<file path="config.mk">
export PLATFORM = sky130hd
export DESIGN_NAME = four_level_page_walker_top
export DESIGN_NICKNAME = d
export VERILOG_FILES = /design/src/flpw_pkg.sv /design/src/flpw_step.sv /design/src/four_level_page_walker_top.sv
export VERILOG_INCLUDE_DIRS = /design/src /design/src/src
export SDC_FILE = /design/constraint.sdc
export NUM_CORES = 1
export LEC_CHECK = 0
export ABC_AREA = 0
export BUFFER_PORTS_ARGS = -buffer_cell sky130_fd_sc_hd__buf_4
export CORE_MARGIN = 4
export CORE_UTILIZATION = 55
export DETAILED_ROUTE_END_ITERATION = 6
export GPL_TIMING_DRIVEN = 0
export PLACE_DENSITY = 0.86
export SLEW_MARGIN = 5
export SYNTH_ARGS = -nofsm -noshare
export SYNTH_HDL_FRONTEND = slang
export SYNTH_SLANG_ARGS = --single-unit
</file>
<file path="constraint.sdc">
create_clock -name clk -period 11.4 [get_ports clk]
set_input_delay 1.71 -clock clk [delete_from_list [all_inputs] [get_ports clk]]
set_output_delay 1.71 -clock clk [all_outputs]
set_load 0.01 [all_outputs]
</file>
<file path="src/four_level_page_walker_top_defines.svh">
// Assertion macros for the page walker
`ifndef FOUR_LEVEL_PAGE_WALKER_TOP_DEFINES_SVH
`define FOUR_LEVEL_PAGE_WALKER_TOP_DEFINES_SVH

// Same-cycle implication, sampled on clk, quiet in reset
`define FLPW_ASSERT_IMP(lbl, ante, cons) \
    lbl: assert property (@(posedge clk) disable iff (!rst_n) (ante) |-> (cons)) \
        else $error("flpw check failed: same-cycle implication");

// Next-cycle implication, sampled on clk, quiet in reset
`define FLPW_ASSERT_NXT(lbl, ante, cons) \
    lbl: assert property (@(posedge clk) disable iff (!rst_n) (ante) |=> (cons)) \
        else $error("flpw check failed: next-cycle implication");

`endif

</file>
<file path="src/flpw_pkg.sv">
package flpw_pkg;

    // Widths
    localparam int PHYS_ADDR_BITS = 48;
    localparam int VA_W           = 48;
    localparam int DATA_W         = 64;
    localparam int OUT_W          = 49;
    localparam int SUM_W          = ((PHYS_ADDR_BITS > VA_W) ? PHYS_ADDR_BITS : VA_W) + 1;
    localparam int IDX_W          = 9;
    localparam int PAGE_SHIFT     = 12;

    // Entry bits
    localparam int PRESENT_BIT = 0;
    localparam int PS_BIT      = 7;

    // Input word type
    localparam logic FUNC_START = 1'b0;
    localparam logic FUNC_RESP  = 1'b1;

    // Walk level: idle or the table whose entry is awaited
    typedef logic [2:0] level_t;
    localparam level_t LVL_IDLE = 3'd0;
    localparam level_t LVL_PT   = 3'd1;
    localparam level_t LVL_PD   = 3'd2;
    localparam level_t LVL_PDPT = 3'd3;
    localparam level_t LVL_PML4 = 3'd4;

    typedef enum logic [1:0] {
        KIND_REQ     = 2'd0,
        KIND_DONE    = 2'd1,
        KIND_BADRESP = 2'd2
    } kind_t;

    typedef enum logic [1:0] {
        PSZ_4K = 2'd0,
        PSZ_2M = 2'd1,
        PSZ_1G = 2'd2
    } psize_t;

    // One result word
    typedef struct packed {
        kind_t              kind;
        logic [OUT_W-1:0]   mem_addr;
        logic [OUT_W-1:0]   phys_addr;
        logic               fault;
        psize_t             page_size;
    } result_t;

endpackage

</file>
<file path="src/flpw_step.sv">
module flpw_step (
    input  logic                          func,
    input  logic [flpw_pkg::VA_W-1:0]     virt_addr,
    input  logic [flpw_pkg::VA_W-1:0]     table_base,
    input  logic [flpw_pkg::DATA_W-1:0]   read_data,
    input  flpw_pkg::level_t              walk_level,
    input  logic [flpw_pkg::VA_W-1:0]     saved_vaddr,
    output flpw_pkg::result_t             res,
    output flpw_pkg::level_t              level_next,
    output logic [flpw_pkg::VA_W-1:0]     vaddr_next
);
    import flpw_pkg::*;

    logic [SUM_W-1:0] frame;
    logic [IDX_W-1:0] next_idx;
    logic [SUM_W-1:0] start_addr;
    logic [SUM_W-1:0] next_addr;
    logic [SUM_W-1:0] phys_1g;
    logic [SUM_W-1:0] phys_2m;
    logic [SUM_W-1:0] phys_4k;
    logic             present;
    logic             ps;

    // Entry frame and page offsets
    always_comb
    begin
        frame = '0;
        frame[PHYS_ADDR_BITS-1:PAGE_SHIFT] = read_data[PHYS_ADDR_BITS-1:PAGE_SHIFT];
        present = read_data[PRESENT_BIT];
        ps      = read_data[PS_BIT];
        phys_1g = frame + SUM_W'(saved_vaddr[29:0]);
        phys_2m = frame + SUM_W'(saved_vaddr[20:0]);
        phys_4k = frame + SUM_W'(saved_vaddr[11:0]);
    end

    // Index of the next table down
    always_comb
    begin
        case (walk_level)
            LVL_PML4: next_idx = saved_vaddr[38:30];
            LVL_PDPT: next_idx = saved_vaddr[29:21];
            LVL_PD:   next_idx = saved_vaddr[20:12];
            default:  next_idx = '0;
        endcase
    end

    assign start_addr = SUM_W'(table_base) + SUM_W'({virt_addr[47:39], 3'b000});
    assign next_addr  = frame + SUM_W'({next_idx, 3'b000});

    // One walk step
    always_comb
    begin
        res.kind      = KIND_REQ;
        res.mem_addr  = '0;
        res.phys_addr = '0;
        res.fault     = 1'b0;
        res.page_size = PSZ_4K;
        level_next    = walk_level;
        vaddr_next    = saved_vaddr;
        if (func == FUNC_START)
        begin
            vaddr_next = virt_addr;
            if (start_addr == '0)
            begin
                res.kind   = KIND_DONE;
                res.fault  = 1'b1;
                level_next = LVL_IDLE;
            end
            else
            begin
                res.mem_addr = start_addr[OUT_W-1:0];
                level_next   = LVL_PML4;
            end
        end
        else if (walk_level inside {[LVL_PT:LVL_PML4]})
        begin
            if (read_data == '0 || !present)
            begin
                res.kind   = KIND_DONE;
                res.fault  = 1'b1;
                level_next = LVL_IDLE;
            end
            else if (walk_level == LVL_PDPT && ps)
            begin
                res.kind      = KIND_DONE;
                res.phys_addr = phys_1g[OUT_W-1:0];
                res.page_size = PSZ_1G;
                level_next    = LVL_IDLE;
            end
            else if (walk_level == LVL_PD && ps)
            begin
                res.kind      = KIND_DONE;
                res.phys_addr = phys_2m[OUT_W-1:0];
                res.page_size = PSZ_2M;
                level_next    = LVL_IDLE;
            end
            else if (walk_level == LVL_PT)
            begin
                res.kind      = KIND_DONE;
                res.phys_addr = phys_4k[OUT_W-1:0];
                res.page_size = PSZ_4K;
                level_next    = LVL_IDLE;
            end
            else if (next_addr == '0)
            begin
                res.kind   = KIND_DONE;
                res.fault  = 1'b1;
                level_next = LVL_IDLE;
            end
            else
            begin
                res.mem_addr = next_addr[OUT_W-1:0];
                level_next   = walk_level - 3'd1;
            end
        end
        else
        begin
            // response with no walk running
            res.kind = KIND_BADRESP;
        end
    end

endmodule

</file>
<file path="src/four_level_page_walker_top.sv">
// A word accepted into the input register passes through the walk step logic
// into the result register, from which it is taken when result_stall is low.
// Throughput: one word per cycle; the input register refills while the result
// register drains, so only a stalled result register holds the input side.
// Reset (rst_n low, asynchronous): both valid flags clear, the walk level
// returns to idle and the saved virtual address clears.
`include "four_level_page_walker_top_defines.svh"

module four_level_page_walker_top (
    input  logic                          clk,
    input  logic                          rst_n,
    input  logic                          item_valid,
    output logic                          item_stall,
    input  logic                          func,
    input  logic [flpw_pkg::VA_W-1:0]     virt_addr,
    input  logic [flpw_pkg::VA_W-1:0]     table_base,
    input  logic [flpw_pkg::DATA_W-1:0]   read_data,
    output logic                          result_valid,
    input  logic                          result_stall,
    output logic [1:0]                    kind,
    output logic [flpw_pkg::OUT_W-1:0]    mem_addr,
    output logic [flpw_pkg::OUT_W-1:0]    phys_addr,
    output logic                          fault,
    output logic [1:0]                    page_size
);
    import flpw_pkg::*;

    logic                s1_valid_reg;
    logic                s1_valid_next;
    logic                s1_func_reg;
    logic [VA_W-1:0]     s1_vaddr_reg;
    logic [VA_W-1:0]     s1_base_reg;
    logic [DATA_W-1:0]   s1_data_reg;
    logic                result_valid_reg;
    logic                result_valid_next;
    result_t             result_reg;
    result_t             step_res;
    level_t              walk_level_reg;
    level_t              walk_level_next;
    logic [VA_W-1:0]     saved_vaddr_reg;
    logic [VA_W-1:0]     saved_vaddr_next;
    logic                out_free;
    logic                s1_fire;
    logic                item_take;
    logic                chk_req_word;
    logic                chk_fault_word;
    logic                chk_fault_ok;
    logic                chk_done_fire;

    // Handshake
    assign out_free          = !result_valid_reg || !result_stall;
    assign s1_fire           = s1_valid_reg && out_free;
    assign item_stall        = s1_valid_reg && !out_free;
    assign item_take         = item_valid && !item_stall;
    assign s1_valid_next     = item_take || (s1_valid_reg && !out_free);
    assign result_valid_next = s1_fire || (result_valid_reg && result_stall);

    // Walk step logic
    flpw_step u_step (
        .func        (s1_func_reg),
        .virt_addr   (s1_vaddr_reg),
        .table_base  (s1_base_reg),
        .read_data   (s1_data_reg),
        .walk_level  (walk_level_reg),
        .saved_vaddr (saved_vaddr_reg),
        .res         (step_res),
        .level_next  (walk_level_next),
        .vaddr_next  (saved_vaddr_next)
    );

    // Control and walk state
    always_ff @(posedge clk or negedge rst_n)
    begin
        if (!rst_n)
        begin
            s1_valid_reg     <= 1'b0;
            result_valid_reg <= 1'b0;
            walk_level_reg   <= LVL_IDLE;
            saved_vaddr_reg  <= '0;
        end
        else
        begin
            s1_valid_reg     <= s1_valid_next;
            result_valid_reg <= result_valid_next;
            if (s1_fire)
            begin
                walk_level_reg  <= walk_level_next;
                saved_vaddr_reg <= saved_vaddr_next;
            end
        end
    end

    // Input word register
    always_ff @(posedge clk)
    begin
        if (item_take)
        begin
            s1_func_reg  <= func;
            s1_vaddr_reg <= virt_addr;
            s1_base_reg  <= table_base;
            s1_data_reg  <= read_data;
        end
    end

    // Result word register
    always_ff @(posedge clk)
    begin
        if (s1_fire)
        begin
            result_reg <= step_res;
        end
    end

    assign result_valid = result_valid_reg;
    assign kind         = result_reg.kind;
    assign mem_addr     = result_reg.mem_addr;
    assign phys_addr    = result_reg.phys_addr;
    assign fault        = result_reg.fault;
    assign page_size    = result_reg.page_size;

    // Check terms
    assign chk_req_word   = result_valid_reg && result_reg.kind == KIND_REQ;
    assign chk_fault_word = result_valid_reg && result_reg.fault;
    assign chk_fault_ok   = result_reg.kind == KIND_DONE && result_reg.phys_addr == '0
                            && result_reg.page_size == PSZ_4K;
    assign chk_done_fire  = s1_fire && step_res.kind == KIND_DONE;

    // Checks
    `FLPW_ASSERT_IMP(a_req_addr_nonzero, chk_req_word, result_reg.mem_addr != '0)
    `FLPW_ASSERT_IMP(a_fault_is_done, chk_fault_word, chk_fault_ok)
    `FLPW_ASSERT_IMP(a_level_range, 1'b1, walk_level_reg <= LVL_PML4)
    `FLPW_ASSERT_NXT(a_done_goes_idle, chk_done_fire, walk_level_reg == LVL_IDLE)
    `FLPW_ASSERT_IMP(a_stall_only_full, item_stall, s1_valid_reg && result_valid_reg)

endmodule

</file>
# [Word-level counts from Yosys, hierarchy flattened]
# Index checks and enable logic that the tools add are counted.
# W data, S select, Z words.
[word_totals] reg_bits=308 word_cells=89
[op_classes] addsub=6 order_cmp=2 eq_ne=5 muxes=37 n_bitwise=2 reduce_logical=23
[ops] cell="$mux W49" n=8
[ops] cell="$add A48 B12 Y49" n=3
[ops] cell="$mux W101" n=1
[ops] cell="$logic_not A49 Y1" n=2
[ops] cell="$mux W98" n=1
[ops] cell="$logic_not A64 Y1" n=1
[ops] cell="$mux W51" n=1
[ops] cell="$add A48 B21 Y49" n=1
[ops] cell="$add A48 B30 Y49" n=1
[ops] cell="$pmux W9 S3" n=1
[ops] cell="$mux W3" n=8
[ops] cell="$mux W2" n=7
[ops] cell="$mux W1" n=10
[ops] cell="$logic_and A1 B1 Y1" n=7
[ops] cell="$eq A3 B2 Y1 const B" n=2
[ops] cell="$logic_not A1 Y1" n=5
[ops] cell="$logic_or A1 B1 Y1" n=4
[ops] cell="$reduce_and A2 Y1" n=2
[ops] cell="$reduce_or A4 Y1" n=1
[ops] cell="$eq A3 B1 Y1 const B" n=1
[ops] cell="$eq A3 B3 Y1 const B" n=1
[ops] cell="$ge A3 B1 Y1 const B" n=1
[ops] cell="$le A3 B3 Y1 const B" n=1
[ops] cell="$reduce_or A3 Y1" n=1
[ops] cell="other kinds (3)" n=4

# [Depth between registers and ports, before layout]
# Gate-level depths: netlist of run 1.
[logic_depth] ltp_word=11 ltp_mapped=13 depth_no_buf=12

# [By module]
# Synthesis of run 1 repeated with hierarchy kept, for this count alone.
[unflattened] cells_unflattened=1178 area_unflattened_um2=15152.0
[by_module_without_submodules] mod="four_level_page_walker_top" instances=1 cells_each=379 area_each_um2=9924.5 seq_area_each_um2=9253.9
[by_module_without_submodules] mod="flpw_step" instances=1 cells_each=799 area_each_um2=5227.5 seq_area_each_um2=0.0

# [Worst setup path after synthesis of run 1]
# No wires, ideal clock.
[synth_path] kind="input -> register" start="input result_stall" end="register s1_base_reg[0] (enable)" setup_time_ps=510 arrival_ps=4919 slack_ps=5971 stages=2 n_path_buf=0 cell_sequence="nand3_1 > and2_1"
[synth_via] elab_chain_cells=6
[synth_lines] element="start: declaration" line="four_level_page_walker_top.sv:19" rtl="input logic result_stall,"
[synth_lines] element="$logic_not A1 Y1" line="four_level_page_walker_top.sv:51" rtl="assign out_free = !result_valid_reg || !result_stall;"
[synth_lines] element="$logic_or A1 B1 Y1" line="four_level_page_walker_top.sv:51"
[synth_lines] element="$logic_not A1 Y1" line="four_level_page_walker_top.sv:53" rtl="assign item_stall = s1_valid_reg && !out_free;"
[synth_lines] element="$logic_and A1 B1 Y1" line="four_level_page_walker_top.sv:53"
[synth_lines] element="$logic_not A1 Y1" line="four_level_page_walker_top.sv:54" rtl="assign item_take = item_valid && !item_stall;"
[synth_lines] element="$logic_and A1 B1 Y1" line="four_level_page_walker_top.sv:54"
[synth_lines] element="named net item_take" line="four_level_page_walker_top.sv:44" rtl="logic item_take;"
[synth_lines] element="end signal: assignment" line="four_level_page_walker_top.sv:100" rtl="s1_base_reg <= table_base;"
[synth_lines] element="end: declaration" line="four_level_page_walker_top.sv:32" rtl="logic [VA_W-1:0] s1_base_reg;"
# The timed path passes the listed nets, and every way through them passes these cells.
# A chain may end at the register's enable or synchronous reset.

# [Worst setup path in the final report of run 1]
[layout_path] start="input result_stall" end="output item_stall"
[layout_via] elab_chain_cells=4
[layout_lines] element="$logic_not A1 Y1" line="four_level_page_walker_top.sv:51"
[layout_lines] element="$logic_or A1 B1 Y1" line="four_level_page_walker_top.sv:51"
[layout_lines] element="$logic_not A1 Y1" line="four_level_page_walker_top.sv:53"
[layout_lines] element="$logic_and A1 B1 Y1" line="four_level_page_walker_top.sv:53"
[layout_lines] element="end: declaration" line="four_level_page_walker_top.sv:13" rtl="output logic item_stall,"
# Every way passes these cells.

==> flow_summary.ini, run 1 <==
[cells_and_area]
stdcell_count = 1817
drive_gt1_share_pct = 24.9
final_cell_area_um2 = 17200
fin_nets = 1667
n_fill_cell = 1880
insertedDiodeCount = 0
areaGrowthSynthToFinish_pct = 23.0

[logic_synthesis]
synth.area.top_cells = edfxtp_1, dfrtp_1, nand2_1
async_flop_share_pct = 15.6
synth_seq_cells = 282
yosysSeqAreaShare_pct = 58.9
syn_nets = 1390
synth_commonest_cells = edfxtp_1, nand2_1, nor2_1
yosys.area.top_type = edfxtp_1
synth_top_area_share_pct = 51.0
synth-edff-count = 238
syn_area_um2 = 14000
yosysWarningCount = 0
synth_most_common_cell = edfxtp_1
syn_area_per_cell_um2 = 11.8
synthCells = 1191
synth_ff_type = edfxtp_1
yosys.cell_types.count = 82

[worst_setup_path]
required_ns = 9.69
slowest_stage = buf_4
crit_fanout = 3
crit_type = primary input to output pin
cpPeakStageDelay_ns = 0.14
critPathBufInv = 3
critPathLaunchType = primary input
path_cells = buf_4 -> nand3_1 -> inv_1 -> buf_4
crit_top_cell = buf_4
crit_arrival_ns = 2.12
cp_top_family = buffers and inverters
critPathCaptureType = output pin

[pwr]
p_per_area_nw_per_um2 = 173
leakage_nw = 6.45
peakVddDrop_mv = 0.144
fin_total_pwr_w = 0.00297

[sta]
relSlewSlack_pct = 43.8
hold_viol = 0
worst_pin_slew_ns = 0.822
setup_viol = 0
finalCritPeriodShare_pct = 33.6
fin_setup_tns_ns = 0
rsz0062_at_grt = no
maxSlewViolCount = 0
fin_ws_ns = 7.57
max_freq_mhz = 261
skew_ns = 0.0131
finalCriticalPeriod_ns = 3.83

[die]
io_pins = 270
start_util_pct = 55.8
die_w_um = 168
fp-row-count = 58
die_area_um2 = 28100
die_h_um = 168
core_um2 = 25100

[clock_tree]
h-tree-depth = 1
cts_resized = 0
cts_tree = built
post_cts_buffers = 0
holdBufCountCts = 0
cts_buffer_depth = 3
cts_buffers = 29
clk_pin_slew_worst_paths_ns = 0.06
cts-root-buf = clkbuf_16
cts.sinks = 282
clk_latency_ns = 0.55

[drt]
routedWlPerCell_um = 22.8
drt_wl_total_um = 41500
first_pass_iters = 6
drt_iter0_drc = 1226
drc = 0
via_count = 11223
final_antenna_net_count = 0
via_per_inst = 6.18

[place]
dp_cells = 1767
place_area_um2 = 16300
dp.final_hpwl_um = 31200
gp_congestion = 0.994
portBuffers = 243
dp_slack_ns = 7.59

[global_routing]
antenna_found_initial = 0
overflow = 0
grt.total_usage_pct = 28.6
grt_max_degree = 73
grt_first_pass_wirelength_um = 62900
grt_pass1_vias = 10794

[min_path]
hold_path_class = register to register

[run_status]
status = complete, no violations

[job]
max_cap_viol_count = 0
## worst reg2reg max path: cells and delay by family (launching register included)
kind | cells | cell delay [ns]
AND/OR/NAND/NOR | 6 | 1.59
AO/OA/AOI/OAI | 1 | 0.22
flip-flops | 1 | 0.44
buffers and inverters | 3 | 1.04
adder cells (fa/ha/maj) | 1 | 0.26
## final timing paths
| path | cells after the start | slack, ns | startpoint | end |
|---|---|---|---|---|
| hold reg to reg | 2 | 0.46 | s1_vaddr_reg[13] | saved_vaddr_reg[13] |
| setup reg to reg | 11 | 7.60 | walk_level_reg[0] | mem_addr[27] |
| hold / removal | 2 | 0.46 | s1_vaddr_reg[13] | saved_vaddr_reg[13] |
| min in group asynchronous | 1 | 1.16 | rst_n | saved_vaddr_reg[26] |
| max in group asynchronous | 1 | 9.81 | rst_n | walk_level_reg[0] |
| setup / recovery | 4 | 7.57 | result_stall | item_stall |
## report_power, final
part,switching (W),total [W],internal [W],leakage (nW)
Combinational,0.000439,0.000733,0.000294,3.18
Sequential,0.0000866,0.00134,0.00125,2.84
Clock,0.000385,0.000901,0.000515,0.434
Total,0.000911,0.00297,0.00206,6.45
## layer usage
| metal | wire length (um) | track usage (%) |
|---|---|---|
| met2 | 19200 | 46.1 |
| met5 | 0 | 0 |
| met1 | 16600 | 39.7 |
| met3 | 4260 | 4.98 |
| met4 | 1480 | 9.35 |
## cell families after synthesis
logic type,count (synthesis),synth area share (%)
simple gates,412,14.8
flops,282,58.9
buf+inv,86,2.50
xor+xnor,63,3.94
compound gates,265,12.9
mux,49,3.88
fa+ha+maj,34,3.14
## layout by cell type (no fill, tap or decap), drive strengths merged, types with 12 or more instances in the layout
cell type,count
buf,257
edfxtp,238
nand2,125
clkbuf,84
nor2,78
o21ai,75
a21oi,49
dfrtp,44
mux2,43
xnor2,41
nand3,40
ha,32
nor3,29
inv,29
and2,26
nor4,23
xor2,22
a211oi,22
nand4,20
and3,19
o211ai,12
## stage by stage
stage	utilization, %	hold slack (ns)
2_1_floorplan	-	0.426
3_3_place_gp	64.7	0.445
3_5_place_dp	65.0	0.446
4_1_cts	68.6	0.460
5_1_grt	68.6	0.488
6_report	68.6	0.461
## area by class of cell
class | instances | area (um2) | share of cell area [%]
plain buffers | 58 | 245 | 1.42
repair buffers | 246 | 1900 | 11.0
well taps | 330 | 413 | 2.40
inverters | 28 | 108 | 0.624
flip-flops and latches | 282 | 8250 | 47.9
multi-input cells | 823 | 5420 | 31.4
clock inverters | 13 | 108 | 0.624
clock buffers | 37 | 797 | 4.62
No activity file was read; power rests on OpenSTA's default activity.
==> run 2: changes to the inputs <==
--- a/config.mk
+++ b/config.mk
@@ -9,10 +9,10 @@
 export ABC_AREA = 0
 export BUFFER_PORTS_ARGS = -buffer_cell sky130_fd_sc_hd__buf_4
 export CORE_MARGIN = 4
-export CORE_UTILIZATION = 55
+export CORE_UTILIZATION = 50
 export DETAILED_ROUTE_END_ITERATION = 6
 export GPL_TIMING_DRIVEN = 0
-export PLACE_DENSITY = 0.86
+export PLACE_DENSITY = 0.83
 export SLEW_MARGIN = 5
 export SYNTH_ARGS = -nofsm -noshare
 export SYNTH_HDL_FRONTEND = slang
==> constraint.sdc (replaced) <==
create_clock -name clk -period 3.49 [get_ports clk]
set_input_delay 0.5235 -clock clk [delete_from_list [all_inputs] [get_ports clk]]
set_output_delay 0.5235 -clock clk [all_outputs]
set_load 0.01 [all_outputs]
==> run 2 against run 1 <==
Against the previous run: the run now ends with setup timing left; via count hardly changed; sequential cell count stayed put; power grew to 3.4 times the previous value; clock skew is 0.0031 ns higher; critical path type is now register to register; clock-buffer cell count is 2 higher; first-iteration DRC count is 2.5% lower; routed wire length is 2.7% higher; sequential power grew to 3.3 times the previous value; final area is 2.9% higher.
==> flow_summary.ini, run 2 (synthesized netlist as in run 1, its figures left out) <==
[run_status]
status = finished with violations
violations = setup timing

[drt]
drc = 0
routedWlPerCell_um = 22.6
drt_iter0_drc = 1195
first_pass_iters = 6
final_antenna_net_count = 0
drt_wl_total_um = 42600
via_count = 11234
via_per_inst = 5.95

[die]
die_h_um = 175
die_w_um = 175
io_pins = 270
core_um2 = 27700
start_util_pct = 50.6
fp-row-count = 61
die_area_um2 = 30800

[clock_tree]
h-tree-depth = 1
cts_buffers = 30
cts.sinks = 282
clk_pin_slew_worst_paths_ns = 0.06
cts_tree = built
cts-root-buf = clkbuf_16
clk_latency_ns = 0.56
cts_buffer_depth = 3

[global_routing]
grt_max_degree = 64
grt_first_pass_wirelength_um = 64400
antenna_found_initial = 0
overflow = 0
grt.total_usage_pct = 26.8
grt_pass1_vias = 10915

[sta]
worst_pin_slew_ns = 0.921
hold_slack_ns = 0.136
finalCriticalPeriod_ns = 3.51
skew_ns = 0.0162
setup_viol = 2
max_freq_mhz = 285
relSlewSlack_pct = 37.0
maxSlewViolCount = 0
hold_viol = 0
fin_ws_ns = -0.0210
finalCritPeriodShare_pct = 101

[job]
max_cap_viol_count = 0

[worst_setup_path]
crit_arrival_ns = 3.82
r2r_start = s1_vaddr_reg[46]
crit_fanout = 10
critPathLaunchType = register
critPathCaptureType = register
required_ns = 3.80
crit_type = register to register
crit_start = s1_vaddr_reg[46]

[place]
dp.final_hpwl_um = 31800
portBuffers = 243
gp_congestion = 0.956

[pwr]
sw_frac_of_total_pct = 30.6
p_sw_w = 0.00310
p_clk_share_pct = 32.5
sequentialPowerShare_pct = 43.1
fin_total_pwr_w = 0.0101
peakVddDrop_mv = 0.464
p_per_area_nw_per_um2 = 572
leakage_nw = 6.68
intPower_w = 0.00704
p_comb_share_pct = 24.4

[min_path]
hold_path_class = primary input to register
hold_start = table_base[39]

[cells_and_area]
layout_commonest_cell = buf_4
areaGrowthSynthToFinish_pct = 26.5
insertedDiodeCount = 0
n_fill_cell = 2161
final_cell_mix = buf_4, edfxtp_1, nand2_1
fin_nets = 1684
drive_gt1_share_pct = 27.6
==> run 2: final cells by class <==
cell class                      count  area, um2  area share (%)
Buffer                             57        245            1.38
Timing Repair Buffer              263       2030            11.5
Inverter                           28        109           0.614
Sequential cell                   282       8250            46.5
Tap cell                          378        473            2.67
Clock inverter                     17        186            1.05
Multi-Input combinational cell    823       5580            31.5
Clock buffer                       39        856            4.83
==> run 2: metrics by stage <==
step	std cells	setup TNS, ns	utilization, %	instance area [um2]	setup slack (ns)
6_report	1887	-0.0237	64.0	17700	-0.0210
5_1_grt	1887	-0.0139	64.0	17700	-0.0139
4_1_cts	1880	0	63.4	17600	0.0151
3_5_place_dp	1816	-2.17	59.2	16400	-0.183
3_3_place_gp	1812	-6.37	58.9	16300	-0.355
2_1_floorplan	1191	0	-	14000	0.350
==> run 2: per-layer routing <==
metal	share of wire [%]	vias to the layer above	track usage (%)
li1	-	5104	-
met2	46	636	43.0
met1	40	5386	37.2
met3	11	108	6.54
met5	0	-	0
met4	3.3	0	6.60
==> run 2: repair_timing <==
action                                  4_1_cts  5_1_grt
endpoints found under the hold margin        44        0
hold buffers                                  1        0
buffers inserted                              8        7
pin swaps                                    11        8
endpoints found under the setup margin       43       26
resized for setup                            10       24
==> run 2: power by group through the flow <==
stage	logic [W]	registers [W]	clock network, W
detailed placement	0.00237	0.00442	0
global placement	0.00228	0.00443	0
CTS	0.00240	0.00436	0.00335
finish	0.00247	0.00437	0.00330
global route	0.00267	0.00440	0.00349
floorplan	0.00144	0.00439	0
==> run 2: path summary, 6_finish.rpt <==
path / endpoint / cells after the start / slack (ns)
min reg2reg: saved_vaddr_reg[24] / 1 / 0.47
max reg2reg: mem_addr[48] / 10 / -0.02
min: s1_base_reg[39] / 1 / 0.14
max in group asynchronous: walk_level_reg[0] / 2 / 2.56
max: mem_addr[48] / 10 / -0.02
min in group asynchronous: saved_vaddr_reg[24] / 2 / 0.50
==> run 2: worst max-delay path: stages, from the launching register on <==
cell and delay, ns:
edfxtp_1 0.38, ha_1 0.37, a21o_1 0.26, a211o_1 0.32
buf_6 0.15, a2111oi_0 0.60, mux2_2 0.29, o221ai_1 0.16
nor4_4 0.37, a31o_1 0.29, nor2_2 0.06
